**config.mk**
```make
export PLATFORM = sky130hd
export DESIGN_NAME = speck_block_cipher_unit
export DESIGN_NICKNAME = d
export VERILOG_FILES = /design/src/rtl/spk_pkg.sv /design/src/rtl/spk_ram.sv /design/src/rtl/speck_block_cipher_unit.sv
export SDC_FILE = /design/constraint.sdc
export NUM_CORES = 1
export LEC_CHECK = 0
export ABC_AREA = 1
export BUFFER_PORTS_ARGS = -buffer_cell sky130_fd_sc_hd__buf_2
export CORE_ASPECT_RATIO = 2
export CORE_MARGIN = 1.5
export CORE_UTILIZATION = 40
export DETAILED_ROUTE_END_ITERATION = 8
export PLACE_DENSITY_LB_ADDON = 0.3
export SLEW_MARGIN = 20
export SYNTH_ARGS = -nofsm -noshare
export SYNTH_HDL_FRONTEND = slang
export SYNTH_HIERARCHICAL = 1
export SYNTH_SLANG_ARGS = --single-unit
```
**constraint.sdc**
```tcl
create_clock -name clk_i -period 5.1 [get_ports clk_i]
set_input_delay 0.255 -clock clk_i [delete_from_list [all_inputs] [get_ports clk_i]]
set_output_delay 0.255 -clock clk_i [all_outputs]
set_load 0.03 [all_outputs]
```
**src/rtl/spk_pkg.sv**
```systemverilog
// shared types, register indexes and round functions for the speck32/64 unit
// no dependencies; used by speck_block_cipher_unit
package spk_pkg;

  localparam int unsigned WordW  = 16;
  localparam int unsigned CfgIdxW = 3;
  localparam int unsigned RcW    = 5;

  typedef logic [WordW-1:0] word_t;

  // configuration register indexes
  localparam logic [CfgIdxW-1:0] REG_KEY_WORD_0  = 3'd0;
  localparam logic [CfgIdxW-1:0] REG_KEY_WORD_1  = 3'd1;
  localparam logic [CfgIdxW-1:0] REG_KEY_WORD_2  = 3'd2;
  localparam logic [CfgIdxW-1:0] REG_KEY_WORD_3  = 3'd3;
  localparam logic [CfgIdxW-1:0] REG_ROUND_COUNT = 3'd4;

  localparam logic [RcW-1:0] RoundCountReset = 5'd22;

  // operation codes
  localparam logic CMD_ENCRYPT = 1'b0;
  localparam logic CMD_DECRYPT = 1'b1;

  typedef struct packed {
    word_t x;
    word_t y;
  } blk_t;

  function automatic word_t ror7(input word_t v);
    return {v[6:0], v[15:7]};
  endfunction

  function automatic word_t rol7(input word_t v);
    return {v[8:0], v[15:9]};
  endfunction

  function automatic word_t ror2(input word_t v);
    return {v[1:0], v[15:2]};
  endfunction

  function automatic word_t rol2(input word_t v);
    return {v[13:0], v[15:14]};
  endfunction

  function automatic blk_t enc_round(input word_t x, input word_t y, input word_t k);
    blk_t r;
    r.x = (ror7(x) + y) ^ k;
    r.y = rol2(y) ^ r.x;
    return r;
  endfunction

  function automatic blk_t dec_round(input word_t x, input word_t y, input word_t k);
    blk_t r;
    r.y = ror2(y ^ x);
    r.x = rol7((x ^ k) - r.y);
    return r;
  endfunction

endpackage

```
**src/rtl/spk_ram.sv**
```systemverilog
// generic single-write, single-read ram with registered read data
// no dependencies
module spk_ram #(
  parameter int unsigned WIDTH = 16,
  parameter int unsigned DEPTH = 22
) (
  input  logic                                     clk_i,
  input  logic                                     we_i,
  input  logic [((DEPTH > 1) ? $clog2(DEPTH) : 1)-1:0] waddr_i,
  input  logic [WIDTH-1:0]                         wdata_i,
  input  logic                                     re_i,
  input  logic [((DEPTH > 1) ? $clog2(DEPTH) : 1)-1:0] raddr_i,
  output logic [WIDTH-1:0]                         rdata_o
);

  logic [WIDTH-1:0] mem_q [DEPTH];
  logic [WIDTH-1:0] rdata_q;

  always_ff @(posedge clk_i) begin
    if (we_i) begin
      mem_q[waddr_i] <= wdata_i;
    end
    if (re_i) begin
      rdata_q <= mem_q[raddr_i];
    end
  end

  assign rdata_o = rdata_q;

endmodule

```
**src/rtl/speck_block_cipher_unit.sv**
```systemverilog
// speck32/64 encrypt/decrypt unit, one shared round datapath, round keys in spk_ram
// a transfer runs n = min(round_count, MAX_ROUNDS) rounds, one key read a round, then loads the result;
// a round count of zero passes the block through to the result unchanged
// the single round unit takes a new block only after the last one is loaded into the output registers
// after reset and after every key word write the schedule fills the key ram, input stalled
// meanwhile; key words reset to 0, round_count to 22
module speck_block_cipher_unit #(
  parameter int unsigned MAX_ROUNDS = 22
) (
  input  logic                        clk_i,
  input  logic                        rst_ni,
  // configuration
  input  logic                        cfg_we_i,
  input  logic [spk_pkg::CfgIdxW-1:0] cfg_idx_i,
  input  logic [spk_pkg::WordW-1:0]   cfg_wdata_i,
  // input channel
  input  logic                        in_valid_i,
  output logic                        in_stall_o,
  input  logic                        cmd_i,
  input  logic [spk_pkg::WordW-1:0]   block_left_i,
  input  logic [spk_pkg::WordW-1:0]   block_right_i,
  // output channel
  output logic                        out_valid_o,
  input  logic                        out_stall_i,
  output logic [spk_pkg::WordW-1:0]   result_left_o,
  output logic [spk_pkg::WordW-1:0]   result_right_o
);

  localparam int unsigned AW = (MAX_ROUNDS > 1) ? $clog2(MAX_ROUNDS) : 1;
  localparam int unsigned CW = $clog2(MAX_ROUNDS + 1);

  localparam logic [1:0] ST_IDLE = 2'd0;
  localparam logic [1:0] ST_RUN  = 2'd1;
  localparam logic [1:0] ST_HOLD = 2'd2;

  // configuration registers
  spk_pkg::word_t             key_q [4];
  logic [spk_pkg::RcW-1:0]    rc_q;
  logic                       key_wr;

  always_ff @(posedge clk_i or negedge rst_ni) begin
    if (!rst_ni) begin
      key_q[0] <= '0;
      key_q[1] <= '0;
      key_q[2] <= '0;
      key_q[3] <= '0;
      rc_q     <= spk_pkg::RoundCountReset;
    end else if (cfg_we_i) begin
      case (cfg_idx_i)
        spk_pkg::REG_KEY_WORD_0:  key_q[0] <= cfg_wdata_i;
        spk_pkg::REG_KEY_WORD_1:  key_q[1] <= cfg_wdata_i;
        spk_pkg::REG_KEY_WORD_2:  key_q[2] <= cfg_wdata_i;
        spk_pkg::REG_KEY_WORD_3:  key_q[3] <= cfg_wdata_i;
        spk_pkg::REG_ROUND_COUNT: rc_q     <= cfg_wdata_i[spk_pkg::RcW-1:0];
        default: ;
      endcase
    end
  end

  assign key_wr = cfg_we_i && (cfg_idx_i == spk_pkg::REG_KEY_WORD_0 ||
                               cfg_idx_i == spk_pkg::REG_KEY_WORD_1 ||
                               cfg_idx_i == spk_pkg::REG_KEY_WORD_2 ||
                               cfg_idx_i == spk_pkg::REG_KEY_WORD_3);

  // key schedule sequencer
  logic           busy_q, busy_d;
  logic           load_q, load_d;
  logic [AW-1:0]  kcnt_q, kcnt_d;
  spk_pkg::word_t cur_q, cur_d;
  spk_pkg::word_t sch_q [3];
  spk_pkg::word_t sch_d [3];
  spk_pkg::word_t nl;
  spk_pkg::word_t cur_nxt;

  logic           ram_we;
  logic [AW-1:0]  ram_waddr;
  spk_pkg::word_t ram_wdata;

  assign nl      = (cur_q + spk_pkg::ror7(sch_q[0])) ^ spk_pkg::word_t'(kcnt_q);
  assign cur_nxt = spk_pkg::rol2(cur_q) ^ nl;

  always_comb begin
    busy_d    = busy_q;
    load_d    = 1'b0;
    kcnt_d    = kcnt_q;
    cur_d     = cur_q;
    sch_d     = sch_q;
    ram_we    = 1'b0;
    ram_waddr = '0;
    ram_wdata = key_q[0];
    if (load_q) begin
      // round key 0 is key word 0 itself
      cur_d     = key_q[0];
      sch_d[0]  = key_q[1];
      sch_d[1]  = key_q[2];
      sch_d[2]  = key_q[3];
      kcnt_d    = '0;
      ram_we    = 1'b1;
      busy_d    = (MAX_ROUNDS > 1);
    end else if (busy_q) begin
      // schedule words rotate so the next one used is always at the head
      sch_d[0]  = sch_q[1];
      sch_d[1]  = sch_q[2];
      sch_d[2]  = nl;
      cur_d     = cur_nxt;
      kcnt_d    = kcnt_q + AW'(1);
      ram_we    = 1'b1;
      ram_waddr = kcnt_q + AW'(1);
      ram_wdata = cur_nxt;
      if (kcnt_q == AW'(MAX_ROUNDS - 2)) begin
        busy_d = 1'b0;
      end
    end
    if (key_wr) begin
      busy_d = 1'b1;
      load_d = 1'b1;
    end
  end

  always_ff @(posedge clk_i or negedge rst_ni) begin
    if (!rst_ni) begin
      busy_q <= 1'b1;
      load_q <= 1'b1;
    end else begin
      busy_q <= busy_d;
      load_q <= load_d;
    end
  end

  always_ff @(posedge clk_i) begin
    kcnt_q <= kcnt_d;
    cur_q  <= cur_d;
    sch_q  <= sch_d;
  end

  // round key memory
  logic           ram_re;
  logic [AW-1:0]  ram_raddr;
  spk_pkg::word_t ram_rdata;

  spk_ram #(
    .WIDTH (spk_pkg::WordW),
    .DEPTH (MAX_ROUNDS)
  ) u_key_ram (
    .clk_i   (clk_i),
    .we_i    (ram_we),
    .waddr_i (ram_waddr),
    .wdata_i (ram_wdata),
    .re_i    (ram_re),
    .raddr_i (ram_raddr),
    .rdata_o (ram_rdata)
  );

  // round datapath
  logic [1:0]     st_q, st_d;
  logic           cmd_q, cmd_d;
  logic [CW-1:0]  n_q, n_d;
  logic [CW-1:0]  rnd_q, rnd_d;
  logic [AW-1:0]  addr_q, addr_d;
  spk_pkg::word_t x_q, x_d, y_q, y_d;

  logic           out_valid_q;
  spk_pkg::word_t out_x_q, out_y_q;
  logic           out_free;
  logic           out_load;
  spk_pkg::word_t out_x, out_y;

  logic           in_xfer;
  logic [CW-1:0]  n_eff;
  logic [CW-1:0]  n_m1;
  logic           last;
  spk_pkg::blk_t  rb;

  assign out_free = !out_valid_q || !out_stall_i;
  assign in_stall_o = busy_q || (st_q != ST_IDLE);
  assign in_xfer  = in_valid_i && !in_stall_o;

  assign n_eff = (rc_q > spk_pkg::RcW'(MAX_ROUNDS)) ? CW'(MAX_ROUNDS) : CW'(rc_q);
  assign n_m1  = n_eff - CW'(1);
  assign last  = (rnd_q == n_q - CW'(1));
  assign rb    = (cmd_q == spk_pkg::CMD_DECRYPT) ? spk_pkg::dec_round(x_q, y_q, ram_rdata)
                                                 : spk_pkg::enc_round(x_q, y_q, ram_rdata);

  always_comb begin
    st_d      = st_q;
    cmd_d     = cmd_q;
    n_d       = n_q;
    rnd_d     = rnd_q;
    addr_d    = addr_q;
    x_d       = x_q;
    y_d       = y_q;
    ram_re    = 1'b0;
    ram_raddr = addr_q;
    out_load  = 1'b0;
    out_x     = x_q;
    out_y     = y_q;
    case (st_q)
      ST_IDLE: begin
        if (in_xfer) begin
          cmd_d = cmd_i;
          n_d   = n_eff;
          rnd_d = '0;
          x_d   = block_left_i;
          y_d   = block_right_i;
          if (n_eff == '0) begin
            // no rounds: block passes through
            if (out_free) begin
              out_load = 1'b1;
              out_x    = block_left_i;
              out_y    = block_right_i;
            end else begin
              st_d = ST_HOLD;
            end
          end else begin
            // decryption walks the keys from the last one in use down
            ram_re    = 1'b1;
            ram_raddr = (cmd_i == spk_pkg::CMD_DECRYPT) ? AW'(n_m1) : '0;
            addr_d    = ram_raddr;
            st_d      = ST_RUN;
          end
        end
      end
      ST_RUN: begin
        x_d = rb.x;
        y_d = rb.y;
        if (last) begin
          if (out_free) begin
            out_load = 1'b1;
            out_x    = rb.x;
            out_y    = rb.y;
            st_d     = ST_IDLE;
          end else begin
            st_d = ST_HOLD;
          end
        end else begin
          rnd_d     = rnd_q + CW'(1);
          ram_re    = 1'b1;
          ram_raddr = (cmd_q == spk_pkg::CMD_DECRYPT) ? addr_q - AW'(1) : addr_q + AW'(1);
          addr_d    = ram_raddr;
        end
      end
      ST_HOLD: begin
        if (out_free) begin
          out_load = 1'b1;
          st_d     = ST_IDLE;
        end
      end
      default: begin
        st_d = ST_IDLE;
      end
    endcase
  end

  always_ff @(posedge clk_i or negedge rst_ni) begin
    if (!rst_ni) begin
      st_q        <= ST_IDLE;
      out_valid_q <= 1'b0;
    end else begin
      st_q <= st_d;
      if (out_load) begin
        out_valid_q <= 1'b1;
      end else if (!out_stall_i) begin
        out_valid_q <= 1'b0;
      end
    end
  end

  always_ff @(posedge clk_i) begin
    cmd_q  <= cmd_d;
    n_q    <= n_d;
    rnd_q  <= rnd_d;
    addr_q <= addr_d;
    x_q    <= x_d;
    y_q    <= y_d;
    if (out_load) begin
      out_x_q <= out_x;
      out_y_q <= out_y;
    end
  end

  assign out_valid_o    = out_valid_q;
  assign result_left_o  = out_x_q;
  assign result_right_o = out_y_q;

`ifndef SYNTHESIS
  a_no_xfer_in_sched : assert property (@(posedge clk_i) disable iff (!rst_ni)
    busy_q |-> in_stall_o)
    else $error("input transfer while key schedule runs");

  a_ram_port_excl : assert property (@(posedge clk_i) disable iff (!rst_ni)
    !(ram_we && ram_re))
    else $error("key ram written and read in the same cycle");

  a_round_bound : assert property (@(posedge clk_i) disable iff (!rst_ni)
    (st_q == ST_RUN) |-> (n_q != '0 && rnd_q < n_q))
    else $error("round counter out of range");

  a_round_step : assert property (@(posedge clk_i) disable iff (!rst_ni)
    (st_q == ST_RUN && !last) |=> (st_q == ST_RUN && rnd_q == $past(rnd_q) + CW'(1)))
    else $error("round counter did not advance");

  a_hold_after_last : assert property (@(posedge clk_i) disable iff (!rst_ni)
    (st_q == ST_RUN && last && !out_free) |=> (st_q == ST_HOLD && out_valid_q))
    else $error("finished block lost while output stalled");
`endif

endmodule

```
==> results of run 1 <==
## stage by stage
| stage | instance area (um2) | power [mW] | std cells |
|---|---|---|---|
| after floorplan | 28700 | 16.0 | 2944 |
| after global placement | 30100 | 20.0 | 3880 |
| after detailed placement | 30100 | 20.1 | 3880 |
| after CTS | 32300 | 24.4 | 4023 |
| after global routing | 32300 | 25.9 | 4023 |
| final | 32300 | 24.4 | 4023 |
## worst max-delay path by stage
stage	to	from	cells past startpoint	slack [ns]
floorplan	u_key_ram/mem_q[17][0]	load_q	5	1.30
global placement	u_key_ram/rdata_o[8]	rc_q[2]	22	1.27
detailed placement	u_key_ram/rdata_o[2]	rc_q[2]	22	1.16
CTS	u_key_ram/rdata_o[9]	rc_q[2]	22	1.07
global route	u_key_ram/rdata_o[8]	rc_q[2]	22	0.69
finish	u_key_ram/rdata_o[9]	rc_q[2]	22	1.03
## placed cells by master (no fill, tap or decap), types with 5 or more instances in the layout
cell and instances:
nand3_1 343, xor2_1 60, edfxtp_1 507, o21ai_1 46, or2_2 11, or2_1 6
clkbuf_1 11, o21bai_1 5, inv_1 155, xnor2_1 35, nand2_1 959, o21ai_0 225
bufinv_16 5, dfrtp_1 69, nand3b_1 9, o211ai_1 19, clkinv_2 13, a21o_1 6
clkbuf_16 55, inv_2 7, buf_4 72, a31oi_1 17, ha_1 53, nor2_1 121
a21oi_2 11, dlygate4sd3_1 46, nor3_1 7, buf_2 89, nand4_1 9, dfstp_2 5
a21oi_1 77, dfxtp_1 10
## per-layer routing
layer  wire (um)  vias to the layer above  global-route usage, %  share of wire, %
met1       28600                    10306                   23.6                33
li1            -                    10295                      -                 -
met3        4290                      324                   3.47               4.9
met4        8060                        0                   18.8               9.2
met5           0                        -                      0                 0
met2       46600                      762                   44.5                53
## report_power, final
group | switching, mW | internal [mW] | total [mW]
clock network | 1.87 | 2.28 | 4.15
logic | 8.31 | 3.33 | 11.6
registers | 0.740 | 7.84 | 8.58
## worst max-delay path: cells and delay by family (launching register included)
kind / cells / cell delay (ns)
and+or+nand+nor: 13 / 1.25
buffers and inverters: 4 / 1.23
DFF: 1 / 0.56
AOI/OAI and AO/OA: 4 / 0.51
adders and majority gates: 1 / 0.16
## repair_timing
action | 4_1_cts | 5_1_grt
setup endpoints to repair | 0 | 0
hold endpoints to repair | 93 | 0
hold buffers | 46 | 0
## sequential cells by signal, indices dropped and copies added, names as in the netlist
register / cells
sch_q: 48
u_key_ram/mem_q: 352
x_q: 16
result_left_o: 16
addr_q: 5
busy_q: 1
y_q: 16
rnd_q: 5
key_q: 64
u_key_ram/rdata_o: 16
rc_q: 5
kcnt_q: 5
st_q: 2
result_right_o: 16
load_q: 1
n_q: 5
cur_q: 16
out_valid_o: 1
cmd_q: 1
## logic make-up (layout without fill, tap and decap cells)
kind of cell	Yosys count	in the layout	share of synthesized area (%)
fa+ha+maj	56	56	2.52
buf+inv	302	471	4.80
flops	591	591	60.3
xor+xnor	95	95	2.90
compound gates	424	424	8.04
simple gates	1476	1476	21.4
## cell type report
type | instances | area [um2] | share of cell area, %
flip-flops and latches | 591 | 17300 | 53.4
clock buffers | 68 | 1450 | 4.47
well taps | 910 | 1140 | 3.52
clock inverters | 29 | 324 | 1.00
multi-input cells | 2051 | 10000 | 30.9
inverters | 163 | 614 | 1.90
repair buffers | 211 | 1530 | 4.72
==> flow_metrics.tcl, run 1 <==
set metrics [dict create \
    status "finished clean" \
    synth_flop_cell "edfxtp_1" \
    synthArstFlopShare_pct 12.5 \
    nets 3183 \
    vias_per_cell 5.39 \
    hpwlAfterDp_um 61000 \
    layout-drive-gt1-share_pct 9.57 \
    root_buffer "clkbuf_16" \
    fin_crit_sh_pct 79.8 \
    crit_chain "nand3_1, a21oi_2, nor2_1, inv_1, ha_1, nand2_1, nor2_2, nand2_1, nand2_1, inv_1, o21ai_0, o211ai_1, o211ai_1, buf_4, buf_4, nand3_1, nand3_1, nand2_1, nand2_1, nand2_1, nand2_1, nand2_1" \
    hp-class "input port to asynchronous set/reset pin" \
    synthTopCellsByArea "edfxtp_1 53%, nand2_1 13%, dfrtp_1 6.0%" \
    slowest_stage "dfstp_2" \
    gp_congestion 1.03 \
    pin_count 91 \
    core-area_mm2 0.0708 \
    ys_ff_latch 591 \
    cts_num_sinks 591 \
    avgRoutedWirePerCell_um 21.8 \
    dpl_worst_slack_ns 1.16 \
    syn2layout_area_growth_pct 12.9 \
    cp.arrival_ns 4.43 \
    syn_area_per_cell_um2 9.73 \
    synthTopCellsByCount "960 x nand2_1, 507 x edfxtp_1, 343 x nand3_1" \
    fp.dieH_um 381 \
    drv_slew 0 \
    maxCapViolCount 0 \
    tns_ns 0 \
    dieArea_mm2 0.0733 \
    htree_num_levels 2 \
    r2r-end "u_key_ram/rdata_o[9]" \
    max_stage_delay_ns 0.56 \
    die_width_um 192 \
    powerDensity_mw_per_mm2 754 \
    netlist_instances 2944 \
    fill_cells 6741 \
    clk_latency_ns 0.65 \
    drt_iter0_markers 1533 \
    rsz0062_at_grt "false" \
    wl_um 87600 \
    ys_warn_count 6 \
    fin_util_pct 45.7 \
    grtUsageTotal_pct 24.1 \
    synth_area_leader_cell "edfxtp_1" \
    cts_resized 0 \
    antenna_found_initial 0 \
    fmax_ghz 0.246 \
    start_util_pct 40.5 \
    num_antenna_cells 0 \
    worst_slack_ns 1.03 \
    power_leakage_nw 13.2 \
    clock_path_buffers 3 \
    port-buffer-count 90 \
    crit_type "register to register" \
    synth_most_common_cell "nand2_1" \
    hold_ws_ns 0.0241 \
    drc_errors 0 \
    timing.reg2reg.setup_slack_ns 1.03 \
    worstPathMaxFanout 45 \
    yosys.area.top_type_share_pct 53.1 \
    cts_tree "yes" \
    dr.pass1.iters 5 \
    worstReg2RegStart "rc_q[2]" \
    cts_inserted_buffers 52 \
    grt_pass1_wl_um 131000 \
    synthesis.area_mm2 0.0286 \
    skew_ns 0.0474 \
    startpoint_type "register" \
    first_global_vias 21613 \
    vias 21687 \
    setup.worst_path.end_class "register" \
    fin_crit_ns 4.07 \
    grt_remaining_overflow 0 \
    hold_viol_final 0 \
    ys_types 50 \
    synth_seq_area_share_pct 60.3 \
    grt_max_degree 70 \
    slew_headroom_pct 26.8 \
    synth_edf_count 507 \
    peakVddDrop_mv 0.451 \
    antenna_left 0 \
    cpMostUsedCell "nand2_1" \
    synth_nets 3057 \
    setup_viol 0 \
    num_rows 138 \
    clkTransAtPathRegs_ns 0.07 \
    cts_setup_buffers 0 \
    tightest_slew_ns 1.10 \
    rr_worst_depth 22 \
    required_ns 5.46 \
]
(Power assumes the default switching activity.)
==> run 2, diff against run 1 <==
==> constraint.sdc (replaced) <==
create_clock -name clk_i -period 3.4 [get_ports clk_i]
set_input_delay 0.17 -clock clk_i [delete_from_list [all_inputs] [get_ports clk_i]]
set_output_delay 0.17 -clock clk_i [all_outputs]
set_load 0.03 [all_outputs]
==> run 2 against run 1 <==
The run now ends with negative setup slack left. Fmax increased by 19%. Worst setup slack worse by 1.0 ns. First-iteration DRC count down 0.91%. Clock power is 43% higher. Core utilization grew 2.6 points. Sequential power up 49%. Clock-buffer cell count increased by 1.
==> flow_metrics.tcl, run 2 (same netlist as run 1, synthesis figures left out) <==
set metrics [dict create \
    status "finished with violations" \
    violations "negative setup slack" \
    vias 22292 \
    p_seq_share_pct 31.5 \
    internal_power_mw 22.3 \
    avgRoutedWirePerCell_um 22.5 \
    startpoint_type "register" \
    vias_per_cell 5.38 \
    crit_type "register to register" \
    nets 3309 \
    clkPwrFrac_pct 14.6 \
    fin_crit_sh_pct 100 \
    reg.largest.list "u_key_ram/mem_q: 352 flops, key_q: 64 flops, sch_q: 48 flops" \
    drt_iter0_markers 1519 \
    regArea_mm2 0.0173 \
    dieArea_mm2 0.0733 \
    first_global_vias 21500 \
    grt_max_degree 66 \
    power_frac_comb_pct 53.9 \
    cpMostUsedCell "nand2_1" \
    final_cell_area_mm2 0.0342 \
    drv_slew 0 \
    largest_reg_flops 352 \
    num_rows 138 \
    worst_slack_ns -0.0151 \
    fill_cells 6542 \
    hp-class "input port to register" \
    antenna_left 0 \
    required_ns 3.79 \
    die_width_um 192 \
    hpwlAfterDp_um 62600 \
    p_switching_mw 18.2 \
    tightest_slew_ns 0.884 \
    setup.worst_path.end_class "register" \
    crit_chain "nand3_2, a21oi_4, nor2_2, inv_2, ha_4, nand2_2, nor2_2, nand2_1, nand2_2, inv_2, o211ai_1, o211ai_1, buf_4, inv_8, buf_12, buf_12, nand3_1, nand3_1, o21ai_1, nand2_1, nand2_1" \
    cts_num_sinks 591 \
    start_util_pct 40.5 \
    fmax_ghz 0.293 \
    gp_congestion 0.986 \
    drc_errors 0 \
    largest_register "u_key_ram/mem_q" \
    fin_crit_ns 3.42 \
    clk_latency_ns 0.64 \
    rr_worst_depth 21 \
    setup_viol 2 \
    final_cell_mix "932 x nand2_1, 507 x edfxtp_1, 323 x nand3_1, 224 x o21ai_0, 152 x inv_1" \
    max_stage_delay_ns 0.57 \
    grt_pass1_wl_um 132000 \
    hold_ws_ns 0.0484 \
    syn2layout_area_growth_pct 19.3 \
    fin_util_pct 48.3 \
    cp.arrival_ns 3.80 \
    grt_remaining_overflow 0 \
    num_antenna_cells 0 \
    powerDensity_mw_per_mm2 1180 \
    port-buffer-count 90 \
    htree_num_levels 2 \
    pin_count 91 \
    cts_inserted_buffers 51 \
    rsz0062_at_grt "true" \
    layout_commonest_cell "nand2_1" \
    antenna_found_initial 0 \
    multi_input_area_mm2 0.0103 \
    maxCapViolCount 0 \
    peakVddDrop_mv 0.707 \
    layout-drive-gt1-share_pct 14.3 \
    dr.pass1.iters 6 \
    hold_viol_final 0 \
    dpl_worst_slack_ns -0.0700 \
    slew_headroom_pct 41.1 \
    clock_path_buffers 3 \
    dpl_cell_area_mm2 0.0308 \
    worstPathMaxFanout 6 \
    worstHoldPathCells 3 \
    grtUsageTotal_pct 24.4 \
    wl_um 93200 \
    skew_ns 0.0355 \
    core-area_mm2 0.0708 \
    clkTransAtPathRegs_ns 0.07 \
    power_leakage_nw 14.1 \
    switching_share_pct 44.9 \
    slowest_stage "dfstp_2" \
    root_buffer "clkbuf_16" \
    cts_tree "yes" \
    fp.dieH_um 381 \
]
-- run 2: path summary, 6_finish.rpt --
kind / startpoint / endpoint / slack (ns)
max in group asynchronous: rst_ni / key_q[39] / 2.54
hold / removal: block_left_i[11] / x_q[11] / 0.05
hold reg to reg: key_q[4] / key_q[4] / 0.49
setup / recovery: rc_q[1] / u_key_ram/rdata_o[6] / -0.02
min in group asynchronous: rst_ni / key_q[30] / 0.16
setup reg to reg: rc_q[1] / u_key_ram/rdata_o[6] / -0.02
-- run 2: cell type report --
cell class                 instances  area share (%)
clock inverter                    25           0.732
tap                              910            3.33
timing repair buffer             338            9.40
sequential                       591            50.6
multi-input combinational       2051            30.0
clock buffer                      69            4.14
inverter                         163            1.84
-- run 2: routing by layer --
layer  GRT usage (%)  vias to the layer above  wire (um)
met5               0                        -          0
met4            17.8                        0       9360
met3            3.40                      322       4880
met2            45.7                      868      49400
met1            23.8                    10535      29500
li1                -                    10567          -
-- run 2: worst max-delay path: cells and delay by family, from the launching register on --
family                   cells  cell delay, ns
AO/OA/AOI/OAI                4            0.64
flip-flops                   1            0.57
adder cells (fa/ha/maj)      1            0.14
AND/OR/NAND/NOR             10            1.05
buffers and inverters        6            0.75
-- run 2: metrics by stage --
step	setup TNS, ns	total power, mW	instances
5_1_grt	-2.11	42.6	4147
6_report	-0.0235	40.5	4147
4_1_cts	0	38.2	4110
2_1_floorplan	0	24.1	2944
3_5_place_dp	-0.0920	31.7	3954
3_3_place_gp	-0.0508	31.6	3954
-- run 2: what timing repair did --
action	4_1_cts	5_1_grt
hold buffers	53	0
endpoints found under the setup margin	4	23
setup buffers	6	18
pin swaps	2	34
hold endpoints to repair	176	0
gates cloned	3	22
gates resized for setup	2	98
-- run 2: power by group through the flow --
stage | logic [mW] | clock network [mW] | registers, mW
finish | 21.8 | 5.93 | 12.8
global route | 23.5 | 6.28 | 12.8
CTS | 19.4 | 6.02 | 12.7
detailed placement | 18.9 | 0 | 12.9
global placement | 18.7 | 0 | 12.9
floorplan | 11.5 | 0 | 12.5
